[src/sv/mfu_pkg.sv]
// Package for the MFU page replacement block: field widths, counter limits,
// the result beat type and the config reset value. No dependencies.
`timescale 1ns / 1ps
`default_nettype none

package mfu_pkg;

    localparam int PAGE_W   = 16;
    localparam int FRAME_W  = 4;
    localparam int COUNT_W  = 16;
    localparam int CFG_W    = 5;
    localparam int GRP_SIZE = 8;

    localparam logic [COUNT_W-1:0] COUNT_MAX = {COUNT_W{1'b1}};
    localparam logic [CFG_W-1:0]   CFG_RESET = 5'd16;

    typedef struct packed {
        logic               hit;
        logic [FRAME_W-1:0] frame_index;
        logic               evicted_valid;
        logic [PAGE_W-1:0]  evicted_page;
        logic [COUNT_W-1:0] use_count;
        logic [COUNT_W-1:0] fault_total;
    } rsp_t;

endpackage

`default_nettype wire

[src/sv/mfu_if.sv]
// Handshake channels of the MFU block: page requests, results, config writes.
// Depends on mfu_pkg for field widths.
`timescale 1ns / 1ps
`default_nettype none

interface mfu_req_if import mfu_pkg::*; ();
    logic              valid;
    logic              ready;
    logic [PAGE_W-1:0] page_number;

    modport source (output valid, output page_number, input ready);
    modport sink   (input valid, input page_number, output ready);
endinterface

interface mfu_rsp_if import mfu_pkg::*; ();
    logic               valid;
    logic               ready;
    logic               hit;
    logic [FRAME_W-1:0] frame_index;
    logic               evicted_valid;
    logic [PAGE_W-1:0]  evicted_page;
    logic [COUNT_W-1:0] use_count;
    logic [COUNT_W-1:0] fault_total;

    modport source (output valid, output hit, output frame_index, output evicted_valid,
                    output evicted_page, output use_count, output fault_total,
                    input ready);
    modport sink   (input valid, input hit, input frame_index, input evicted_valid,
                    input evicted_page, input use_count, input fault_total,
                    output ready);
endinterface

interface mfu_cfg_if import mfu_pkg::*; ();
    logic             valid;
    logic             ready;
    logic [CFG_W-1:0] frames_in_use;

    modport source (output valid, output frames_in_use, input ready);
    modport sink   (input valid, input frames_in_use, output ready);
endinterface

`default_nettype wire

[src/sv/mfu_front.sv]
// Front end: accepts request beats, sizes the page to the stored width and
// queues up to two of them for the back end. Depends on mfu_pkg, mfu_if.
`timescale 1ns / 1ps
`default_nettype none

module mfu_front import mfu_pkg::*; #(
    parameter int PAGE_BITS = 16
) (
    input  wire logic                 clk,
    input  wire logic                 rst_n,
    mfu_req_if.sink                   req,
    output logic                      q_valid,
    output logic [PAGE_BITS-1:0]      q_page,
    input  wire logic                 q_pop
);

    logic [PAGE_BITS-1:0] slot_reg [2];
    logic                 wr_ptr_reg;
    logic                 rd_ptr_reg;
    logic [1:0]           cnt_reg;
    logic [1:0]           cnt_next;
    logic                 push;
    logic                 pop;
    logic [PAGE_BITS-1:0] page_in;

    always_comb
    begin
        if (PAGE_BITS > PAGE_W)
        begin
            page_in = PAGE_BITS'(req.page_number);
        end
        else
        begin
            page_in = req.page_number[PAGE_BITS-1:0];
        end
    end

    assign req.ready = (cnt_reg != 2'd2);
    assign push      = req.valid && req.ready;
    assign pop       = q_pop && q_valid;
    assign q_valid   = (cnt_reg != 2'd0);
    assign q_page    = slot_reg[rd_ptr_reg];

    always_comb
    begin
        cnt_next = cnt_reg;
        if (push && !pop)
        begin
            cnt_next = cnt_reg + 2'd1;
        end
        else if (pop && !push)
        begin
            cnt_next = cnt_reg - 2'd1;
        end
    end

    always_ff @(posedge clk or negedge rst_n)
    begin
        if (!rst_n)
        begin
            wr_ptr_reg <= 1'b0;
            rd_ptr_reg <= 1'b0;
            cnt_reg    <= 2'd0;
        end
        else
        begin
            cnt_reg <= cnt_next;
            if (push)
            begin
                wr_ptr_reg <= ~wr_ptr_reg;
            end
            if (pop)
            begin
                rd_ptr_reg <= ~rd_ptr_reg;
            end
        end
    end

    always_ff @(posedge clk)
    begin
        if (push)
        begin
            slot_reg[wr_ptr_reg] <= page_in;
        end
    end

endmodule

`default_nettype wire

[src/sv/mfu_back.sv]
// Back end: frame table, two-step lookup / replacement sequencer, fault
// counter, config register and result register. Depends on mfu_pkg, mfu_if.
`timescale 1ns / 1ps
`default_nettype none

module mfu_back import mfu_pkg::*; #(
    parameter int NUM_FRAMES = 16,
    parameter int PAGE_BITS  = 16
) (
    input  wire logic                 clk,
    input  wire logic                 rst_n,
    input  wire logic                 q_valid,
    input  wire logic [PAGE_BITS-1:0] q_page,
    output logic                      q_pop,
    mfu_cfg_if.sink                   cfg,
    mfu_rsp_if.source                 rsp
);

    localparam int IDX_W   = (NUM_FRAMES > 1) ? $clog2(NUM_FRAMES) : 1;
    localparam int LIM_W   = ($clog2(NUM_FRAMES + 1) > CFG_W) ? $clog2(NUM_FRAMES + 1) : CFG_W;
    localparam int NUM_GRP = (NUM_FRAMES + GRP_SIZE - 1) / GRP_SIZE;

    localparam logic ST_LOOK = 1'b0;
    localparam logic ST_DO   = 1'b1;

    logic                 state_reg;
    logic [CFG_W-1:0]     cfg_reg;
    logic [NUM_FRAMES-1:0] fvalid_reg;
    logic [PAGE_BITS-1:0] fpage_reg [NUM_FRAMES];
    logic [COUNT_W-1:0]   fuses_reg [NUM_FRAMES];
    logic [COUNT_W-1:0]   fault_reg;
    logic [COUNT_W-1:0]   fault_next;

    logic [PAGE_BITS-1:0] req_page_reg;
    logic                 hit_reg;
    logic [IDX_W-1:0]     hit_idx_reg;
    logic [COUNT_W-1:0]   hit_cnt_reg;
    logic                 empty_any_reg;
    logic [IDX_W-1:0]     empty_idx_reg;
    logic                 grp_ok_reg   [NUM_GRP];
    logic [IDX_W-1:0]     grp_idx_reg  [NUM_GRP];
    logic [COUNT_W-1:0]   grp_cnt_reg  [NUM_GRP];
    logic [PAGE_BITS-1:0] grp_page_reg [NUM_GRP];

    logic                 out_valid_reg;
    rsp_t                 out_reg;
    rsp_t                 out_next;

    logic [LIM_W-1:0]     lim;
    logic [LIM_W-1:0]     cfg_ext;
    logic [NUM_FRAMES-1:0] managed;
    logic [NUM_FRAMES-1:0] match;
    logic [NUM_FRAMES-1:0] empty;
    logic                 hit_any;
    logic [IDX_W-1:0]     hit_idx;
    logic                 empty_any;
    logic [IDX_W-1:0]     empty_idx;
    logic                 grp_ok   [NUM_GRP];
    logic [IDX_W-1:0]     grp_idx  [NUM_GRP];
    logic [COUNT_W-1:0]   grp_cnt  [NUM_GRP];
    logic [PAGE_BITS-1:0] grp_page [NUM_GRP];

    logic                 best_ok;
    logic [IDX_W-1:0]     victim_idx;
    logic [COUNT_W-1:0]   best_cnt;
    logic [PAGE_BITS-1:0] victim_page;
    logic [IDX_W-1:0]     sel;
    logic [COUNT_W-1:0]   cnt_inc;
    logic                 evict;
    logic                 look;
    logic                 commit;

    assign cfg.ready = 1'b1;
    assign cfg_ext   = LIM_W'(cfg_reg);

    always_comb
    begin
        if (cfg_ext == '0)
        begin
            lim = LIM_W'(1);
        end
        else if (cfg_ext > LIM_W'(NUM_FRAMES))
        begin
            lim = LIM_W'(NUM_FRAMES);
        end
        else
        begin
            lim = cfg_ext;
        end
    end

    // lookup step: parallel compare, first hit / first empty, per-group max
    always_comb
    begin
        int k;
        for (int i = 0; i < NUM_FRAMES; i++)
        begin
            managed[i] = (LIM_W'(i) < lim);
            match[i]   = managed[i] && fvalid_reg[i] && (fpage_reg[i] == q_page);
            empty[i]   = managed[i] && !fvalid_reg[i];
        end
        hit_any   = |match;
        empty_any = |empty;
        hit_idx   = '0;
        empty_idx = '0;
        for (int i = NUM_FRAMES - 1; i >= 0; i--)
        begin
            if (match[i])
            begin
                hit_idx = IDX_W'(i);
            end
            if (empty[i])
            begin
                empty_idx = IDX_W'(i);
            end
        end
        for (int g = 0; g < NUM_GRP; g++)
        begin
            grp_ok[g]   = 1'b0;
            grp_idx[g]  = '0;
            grp_cnt[g]  = '0;
            grp_page[g] = '0;
            for (int j = 0; j < GRP_SIZE; j++)
            begin
                k = g * GRP_SIZE + j;
                if (k < NUM_FRAMES)
                begin
                    if (managed[k] && (!grp_ok[g] || (fuses_reg[k] > grp_cnt[g])))
                    begin
                        grp_ok[g]   = 1'b1;
                        grp_idx[g]  = IDX_W'(k);
                        grp_cnt[g]  = fuses_reg[k];
                        grp_page[g] = fpage_reg[k];
                    end
                end
            end
        end
    end

    // update step: final max over groups, select frame, build result
    always_comb
    begin
        best_ok     = 1'b0;
        victim_idx  = '0;
        best_cnt    = '0;
        victim_page = '0;
        for (int g = 0; g < NUM_GRP; g++)
        begin
            if (grp_ok_reg[g] && (!best_ok || (grp_cnt_reg[g] > best_cnt)))
            begin
                best_ok     = 1'b1;
                victim_idx  = grp_idx_reg[g];
                best_cnt    = grp_cnt_reg[g];
                victim_page = grp_page_reg[g];
            end
        end

        evict   = !hit_reg && !empty_any_reg;
        cnt_inc = hit_cnt_reg + ((hit_cnt_reg != COUNT_MAX) ? COUNT_W'(1) : COUNT_W'(0));

        if (hit_reg)
        begin
            sel = hit_idx_reg;
        end
        else if (empty_any_reg)
        begin
            sel = empty_idx_reg;
        end
        else
        begin
            sel = victim_idx;
        end

        if (!hit_reg && (fault_reg != COUNT_MAX))
        begin
            fault_next = fault_reg + COUNT_W'(1);
        end
        else
        begin
            fault_next = fault_reg;
        end

        out_next.hit           = hit_reg;
        out_next.frame_index   = FRAME_W'(sel);
        out_next.evicted_valid = evict;
        out_next.evicted_page  = evict ? PAGE_W'(victim_page) : '0;
        out_next.use_count     = hit_reg ? cnt_inc : COUNT_W'(1);
        out_next.fault_total   = fault_next;
    end

    assign look   = (state_reg == ST_LOOK) && q_valid;
    assign q_pop  = look;
    assign commit = (state_reg == ST_DO) && (!out_valid_reg || rsp.ready);

    always_ff @(posedge clk or negedge rst_n)
    begin
        if (!rst_n)
        begin
            state_reg     <= ST_LOOK;
            cfg_reg       <= CFG_RESET;
            fvalid_reg    <= '0;
            fault_reg     <= '0;
            out_valid_reg <= 1'b0;
        end
        else
        begin
            if (cfg.valid)
            begin
                cfg_reg <= cfg.frames_in_use;
            end
            unique case (state_reg)
                ST_LOOK:
                begin
                    if (look)
                    begin
                        state_reg <= ST_DO;
                    end
                end
                ST_DO:
                begin
                    if (commit)
                    begin
                        state_reg <= ST_LOOK;
                    end
                end
                default:
                begin
                    state_reg <= ST_LOOK;
                end
            endcase
            if (commit)
            begin
                out_valid_reg   <= 1'b1;
                fault_reg       <= fault_next;
                fvalid_reg[sel] <= 1'b1;
            end
            else if (rsp.ready)
            begin
                out_valid_reg <= 1'b0;
            end
        end
    end

    always_ff @(posedge clk)
    begin
        if (look)
        begin
            req_page_reg  <= q_page;
            hit_reg       <= hit_any;
            hit_idx_reg   <= hit_idx;
            hit_cnt_reg   <= fuses_reg[hit_idx];
            empty_any_reg <= empty_any;
            empty_idx_reg <= empty_idx;
            for (int g = 0; g < NUM_GRP; g++)
            begin
                grp_ok_reg[g]   <= grp_ok[g];
                grp_idx_reg[g]  <= grp_idx[g];
                grp_cnt_reg[g]  <= grp_cnt[g];
                grp_page_reg[g] <= grp_page[g];
            end
        end
        if (commit)
        begin
            out_reg <= out_next;
            if (hit_reg)
            begin
                fuses_reg[sel] <= cnt_inc;
            end
            else
            begin
                fuses_reg[sel] <= COUNT_W'(1);
                fpage_reg[sel] <= req_page_reg;
            end
        end
    end

    assign rsp.valid         = out_valid_reg;
    assign rsp.hit           = out_reg.hit;
    assign rsp.frame_index   = out_reg.frame_index;
    assign rsp.evicted_valid = out_reg.evicted_valid;
    assign rsp.evicted_page  = out_reg.evicted_page;
    assign rsp.use_count     = out_reg.use_count;
    assign rsp.fault_total   = out_reg.fault_total;

endmodule

`default_nettype wire

[src/sv/mfu_page_replacement_top.sv]
// Top level of the MFU page replacement block: request queue front end and
// table back end. Depends on mfu_pkg, mfu_if, mfu_front, mfu_back.
`timescale 1ns / 1ps
`default_nettype none

// Most-frequently-used page replacement over NUM_FRAMES frames, of which the
// lowest frames_in_use (clamped to 1..NUM_FRAMES) are managed. Each request
// beat yields one result beat, in order. The back end does a lookup step
// (parallel tag compare, first-empty search, per-group count maximum), then
// an update step (final maximum, table write, result register load) that
// stalls while a held result is not taken; it takes no new request until the
// update is done. A two-beat queue in front takes requests while the back end
// works or waits on a stalled result. The frame table is empty after reset
// with no clearing time. The user must write frames_in_use through cfg only
// while no request is in flight; the block does not check this.

module mfu_page_replacement_top import mfu_pkg::*; #(
    parameter int NUM_FRAMES = 16,
    parameter int PAGE_BITS  = 16
) (
    input  wire logic clk,
    input  wire logic rst_n,
    mfu_req_if.sink   req,
    mfu_rsp_if.source rsp,
    mfu_cfg_if.sink   cfg
);

    logic                 q_valid;
    logic [PAGE_BITS-1:0] q_page;
    logic                 q_pop;

    mfu_front #(
        .PAGE_BITS (PAGE_BITS)
    ) u_front (
        .clk     (clk),
        .rst_n   (rst_n),
        .req     (req),
        .q_valid (q_valid),
        .q_page  (q_page),
        .q_pop   (q_pop)
    );

    mfu_back #(
        .NUM_FRAMES (NUM_FRAMES),
        .PAGE_BITS  (PAGE_BITS)
    ) u_back (
        .clk     (clk),
        .rst_n   (rst_n),
        .q_valid (q_valid),
        .q_page  (q_page),
        .q_pop   (q_pop),
        .cfg     (cfg),
        .rsp     (rsp)
    );

endmodule

`default_nettype wire
[src/flat_wrapper.sv]
// flat-port wrapper written by rule: the top's interface ports become plain ports
module mfu_page_replacement_top_flat import mfu_pkg::*;
#(
    parameter int NUM_FRAMES = 16,
    parameter int PAGE_BITS  = 16
)
  (clk, rst_n, req_valid, req_page_number, req_ready, rsp_valid, rsp_hit, rsp_frame_index, rsp_evicted_valid, rsp_evicted_page, rsp_use_count, rsp_fault_total, rsp_ready, cfg_valid, cfg_frames_in_use, cfg_ready);
  mfu_req_if req_i ();
  mfu_rsp_if rsp_i ();
  mfu_cfg_if cfg_i ();
  input  wire logic clk;
  input  wire logic rst_n;
  input wire logic [$bits(req_i.valid)-1:0] req_valid;
  input wire logic [$bits(req_i.page_number)-1:0] req_page_number;
  output wire logic [$bits(req_i.ready)-1:0] req_ready;
  output wire logic [$bits(rsp_i.valid)-1:0] rsp_valid;
  output wire logic [$bits(rsp_i.hit)-1:0] rsp_hit;
  output wire logic [$bits(rsp_i.frame_index)-1:0] rsp_frame_index;
  output wire logic [$bits(rsp_i.evicted_valid)-1:0] rsp_evicted_valid;
  output wire logic [$bits(rsp_i.evicted_page)-1:0] rsp_evicted_page;
  output wire logic [$bits(rsp_i.use_count)-1:0] rsp_use_count;
  output wire logic [$bits(rsp_i.fault_total)-1:0] rsp_fault_total;
  input wire logic [$bits(rsp_i.ready)-1:0] rsp_ready;
  input wire logic [$bits(cfg_i.valid)-1:0] cfg_valid;
  input wire logic [$bits(cfg_i.frames_in_use)-1:0] cfg_frames_in_use;
  output wire logic [$bits(cfg_i.ready)-1:0] cfg_ready;
  assign req_i.valid = req_valid;
  assign req_i.page_number = req_page_number;
  assign req_ready = req_i.ready;
  assign rsp_valid = rsp_i.valid;
  assign rsp_hit = rsp_i.hit;
  assign rsp_frame_index = rsp_i.frame_index;
  assign rsp_evicted_valid = rsp_i.evicted_valid;
  assign rsp_evicted_page = rsp_i.evicted_page;
  assign rsp_use_count = rsp_i.use_count;
  assign rsp_fault_total = rsp_i.fault_total;
  assign rsp_i.ready = rsp_ready;
  assign cfg_i.valid = cfg_valid;
  assign cfg_i.frames_in_use = cfg_frames_in_use;
  assign cfg_ready = cfg_i.ready;
  mfu_page_replacement_top #(.NUM_FRAMES(NUM_FRAMES), .PAGE_BITS(PAGE_BITS)) u_core (.clk(clk), .rst_n(rst_n), .req(req_i), .rsp(rsp_i), .cfg(cfg_i));
endmodule
[config.mk]
export PLATFORM = sky130hd
export DESIGN_NAME = mfu_page_replacement_top_flat
export DESIGN_NICKNAME = d
export VERILOG_FILES = /design/src/sv/mfu_pkg.sv /design/src/sv/mfu_if.sv /design/src/sv/mfu_front.sv /design/src/sv/mfu_back.sv /design/src/sv/mfu_page_replacement_top.sv /design/src/flat_wrapper.sv
export SDC_FILE = /design/constraint.sdc
export NUM_CORES = 2
export LEC_CHECK = 0
export BUFFER_PORTS_ARGS = -buffer_cell sky130_fd_sc_hd__buf_2
export CELL_PAD_IN_SITES_DETAIL_PLACEMENT = 2
export CELL_PAD_IN_SITES_GLOBAL_PLACEMENT = 2
export CORE_MARGIN = 2
export CORE_UTILIZATION = 35
export DETAILED_ROUTE_END_ITERATION = 10
export GPL_TIMING_DRIVEN = 0
export PLACE_DENSITY = 0.76
export SLEW_MARGIN = 20
export SYNTH_ARGS = -nofsm -noshare
export SYNTH_HDL_FRONTEND = slang
export SYNTH_SLANG_ARGS = --single-unit
[constraint.sdc]
create_clock -name clk -period 16.75 [get_ports clk]
set_input_delay 0.8375 -clock clk [delete_from_list [all_inputs] [get_ports clk]]
set_output_delay 0.8375 -clock clk [all_outputs]
set_load 0.05 [all_outputs]
==> flow_summary.toml <==
[synthesis]
netlist_area_um2 = 43300
synthTopCellsByArea = "edfxtp_1 49%, ha_1 7.0%, mux2i_1 7.0%"
synth-main-ff-cell = "edfxtp_1"
synthArstFlopShare = 0.0569
syn-instance-count = 3703
yosysUniqueCellTypes = 75
yosys_warnings = 0
synth_top_area_share = 0.494
synth_top_cell_by_area = "edfxtp_1"
syn_avg_cell_area_um2 = 11.7
yosysMostFrequentCell = "edfxtp_1"
seq_area_frac_synth = 0.519
synth_edf_count = 713
synthTopCellsByCount = "713 x edfxtp_1, 303 x mux2i_1, 284 x xnor2_1, 244 x ha_1, 221 x nor2_1"
ys_ff_latch = 756

[pwr]
p_int_uw = 6680
ir_drop_mv = 0.207
combPwrFrac = 0.599
pwr_density_cell_nw_per_um2 = 252
seq_power_share = 0.247
power.leakage_uw = 0.0183
swShare = 0.491
clkPwrFrac = 0.154
netSwitchingPower_uw = 6450

[global_route]
antenna_found_initial = 12
grt_use_met3 = 0.0487
top_usage_layer = "met2"
grt_pass1_vias = 36100
grt_pass1_wl_um = 271000
grt_max_degree = 76
met2_usage = 0.495
grt_use_met1 = 0.393
globalRoute.totalOverflow = 0
grt.total_usage = 0.298

[hold_path]
min_path_type = "in2async"

[setup_path]
worstReg2RegEnd = "u_core.u_back.grp_page_reg[0][27]"
critPathRequiredTime_ns = 17.15
crit_family = "compound AO/OA/AOI/OAI gates"
reg2reg_depth = 82
critPathKind = "reg2reg"
critPathBufInv = 20
crit_path_max_fanout = 11
worst-path-stages = 82
reg2reg_from = "u_core.u_back.cfg_ext[1]"
rrSetupSlack_ns = 0.29
cpMostUsedCell = "o21a_1"
cp-start-kind = "flip-flop"
critPathSlowestCell = "o221ai_2"
crit_arrival_ns = 16.86
cp-end-kind = "flip-flop"
crit_path_max_incr_delay_ns = 0.51

[sta]
setup-violations-final = 0
max_freq_ghz = 0.0607
maxSlewHeadroom = 0.173
final.setup.worst_slack_ns = 0.285
worst_pin_slew_ns = 1.24
whs_ns = 0.187
slew_violations = 0
min_period_ns = 16.46
hold_viol = 0
min_period_over_period = 0.983
skew_ns = 0.0374

[routing]
drc = 0
via_per_inst = 6.05
wl_um = 194000
vias = 34600
drt_iter0_markers = 3446
wl_per_cell_um = 33.8
first_pass_iters = 6
antenna_left = 0

[clock_tree]
cts_buffers = 88
clk_latency_ns = 0.70
root_buffer = "clkbuf_16"
h-tree-depth = 3
clkSlewWorstSetupHoldPaths_ns = 0.06
cts_hold_buf = 0
tritoncts = "yes"
clock_sinks = 756
clockBufferDepth = 3

[place]
place_area_um2 = 46400
portBuffers = 81
gp_congestion = 0.947
hpwl_um = 147000
pre_cts_ws_ns = -9.76
post-place-cells = 5452

[floorplan]
dieArea_um2 = 127000
initial_core_util = 0.351
die_y_um = 356
core_area_um2 = 123000
die_x_um = 356
num_rows = 129
io_pins = 83

[run]
cap_violations = 0

[layout]
stdcell_area_um2 = 52100
stdcell_count = 5728
area_growth_pct = 20.2
final_core_util = 0.422
fin_nets = 4281
layout-drive-gt1-share = 0.184

[run_status]
outcome = "complete, no violations"
==> stage by stage <==
stage          TNS, ns  total power (uW)
6_report             0             13100
3_3_place_gp   -502.69              9410
3_5_place_dp   -523.68              9780
4_1_cts              0             12600
2_1_floorplan        0              6860
5_1_grt          -2.05             13600
==> cell type report <==
cell class,instances,area (um2)
Tap cell,1637,2050
Buffer,177,1440
Inverter,132,507
Fill cell,12500,71300
Clock buffer,104,2290
Timing Repair Buffer,227,1740
Multi-Input combinational cell,2629,20900
Clock inverter,58,653
Sequential cell,756,22500
Antenna cell,8,20.0
==> per-layer routing <==
| layer | share of wire | vias up |
|---|---|---|
| met5 | 0.00039 | - |
| met2 | 0.47 | 1502 |
| met4 | 0.043 | 10 |
| li1 | - | 14700 |
| met3 | 0.070 | 372 |
| met1 | 0.41 | 18100 |
==> power groups by stage <==
stage / registers (uW) / logic, uW / clock network [uW]
2_1_floorplan: 3250 / 3610 / 0
3_3_place_gp: 3260 / 6150 / 0
3_5_place_dp: 3260 / 6520 / 0
4_1_cts: 3220 / 7360 / 2040
5_1_grt: 3260 / 8240 / 2110
6_report: 3240 / 7870 / 2030
==> cells by family (layout without fill, tap and decap cells) <==
kind of cell | count (synthesis) | in the layout | synth area share
buffers and inverters | 321 | 698 | 0.0339
xor gates and xnor gates | 305 | 305 | 0.0617
muxes | 344 | 344 | 0.0846
AOI/OAI and AO/OA | 780 | 781 | 0.120
adders and majority gates | 244 | 244 | 0.0705
DFF | 756 | 756 | 0.519
and+or+nand+nor | 952 | 953 | 0.111
other | 1 | 10 | 0.0000866
==> worst max-delay path by stage <==
stage | startpoint | endpoint
after detailed placement | u_core.u_back.cfg_ext[0] | u_core.u_back.grp_page_reg[0][27]
after CTS | u_core.u_back.cfg_ext[1] | u_core.u_back.grp_page_reg[0][19]
after floorplan | u_core.u_back.cfg_ext[0] | u_core.u_back.grp_page_reg[0][19]
after global routing | u_core.u_back.cfg_ext[1] | u_core.u_back.grp_page_reg[0][27]
after global placement | u_core.u_back.cfg_ext[0] | u_core.u_back.grp_page_reg[0][27]
final | u_core.u_back.cfg_ext[1] | u_core.u_back.grp_page_reg[0][27]
==> layout by cell type (no fill, tap or decap), drive strengths merged, types with 82 or more instances in the layout <==
cell      n
o21ai   179
nor2    221
nand2   211
a21oi   154
buf     306
nand3    82
xnor2   284
clkbuf  202
nor4     99
mux2i   319
inv     135
edfxtp  713
ha      244
==> worst reg2reg max path, delay by kind of cell, from the launching register on <==
family / cells / cell delay [ns]
flops: 1 / 0.39
fa+ha+maj: 7 / 2.03
simple gates: 11 / 1.62
mux: 1 / 0.24
compound gates: 43 / 8.80
buf+inv: 20 / 3.17
==> timing repair <==
| action | 4_1_cts | 5_1_grt |
|---|---|---|
| endpoints found under the setup margin | 70 | 70 |
| pin swaps | 54 | 46 |
| gates cloned | 4 | 2 |
| hold endpoints to repair | 0 | 0 |
| gates resized for setup | 323 | 126 |
| buffers inserted | 63 | 46 |
(Power assumes the default switching activity.)
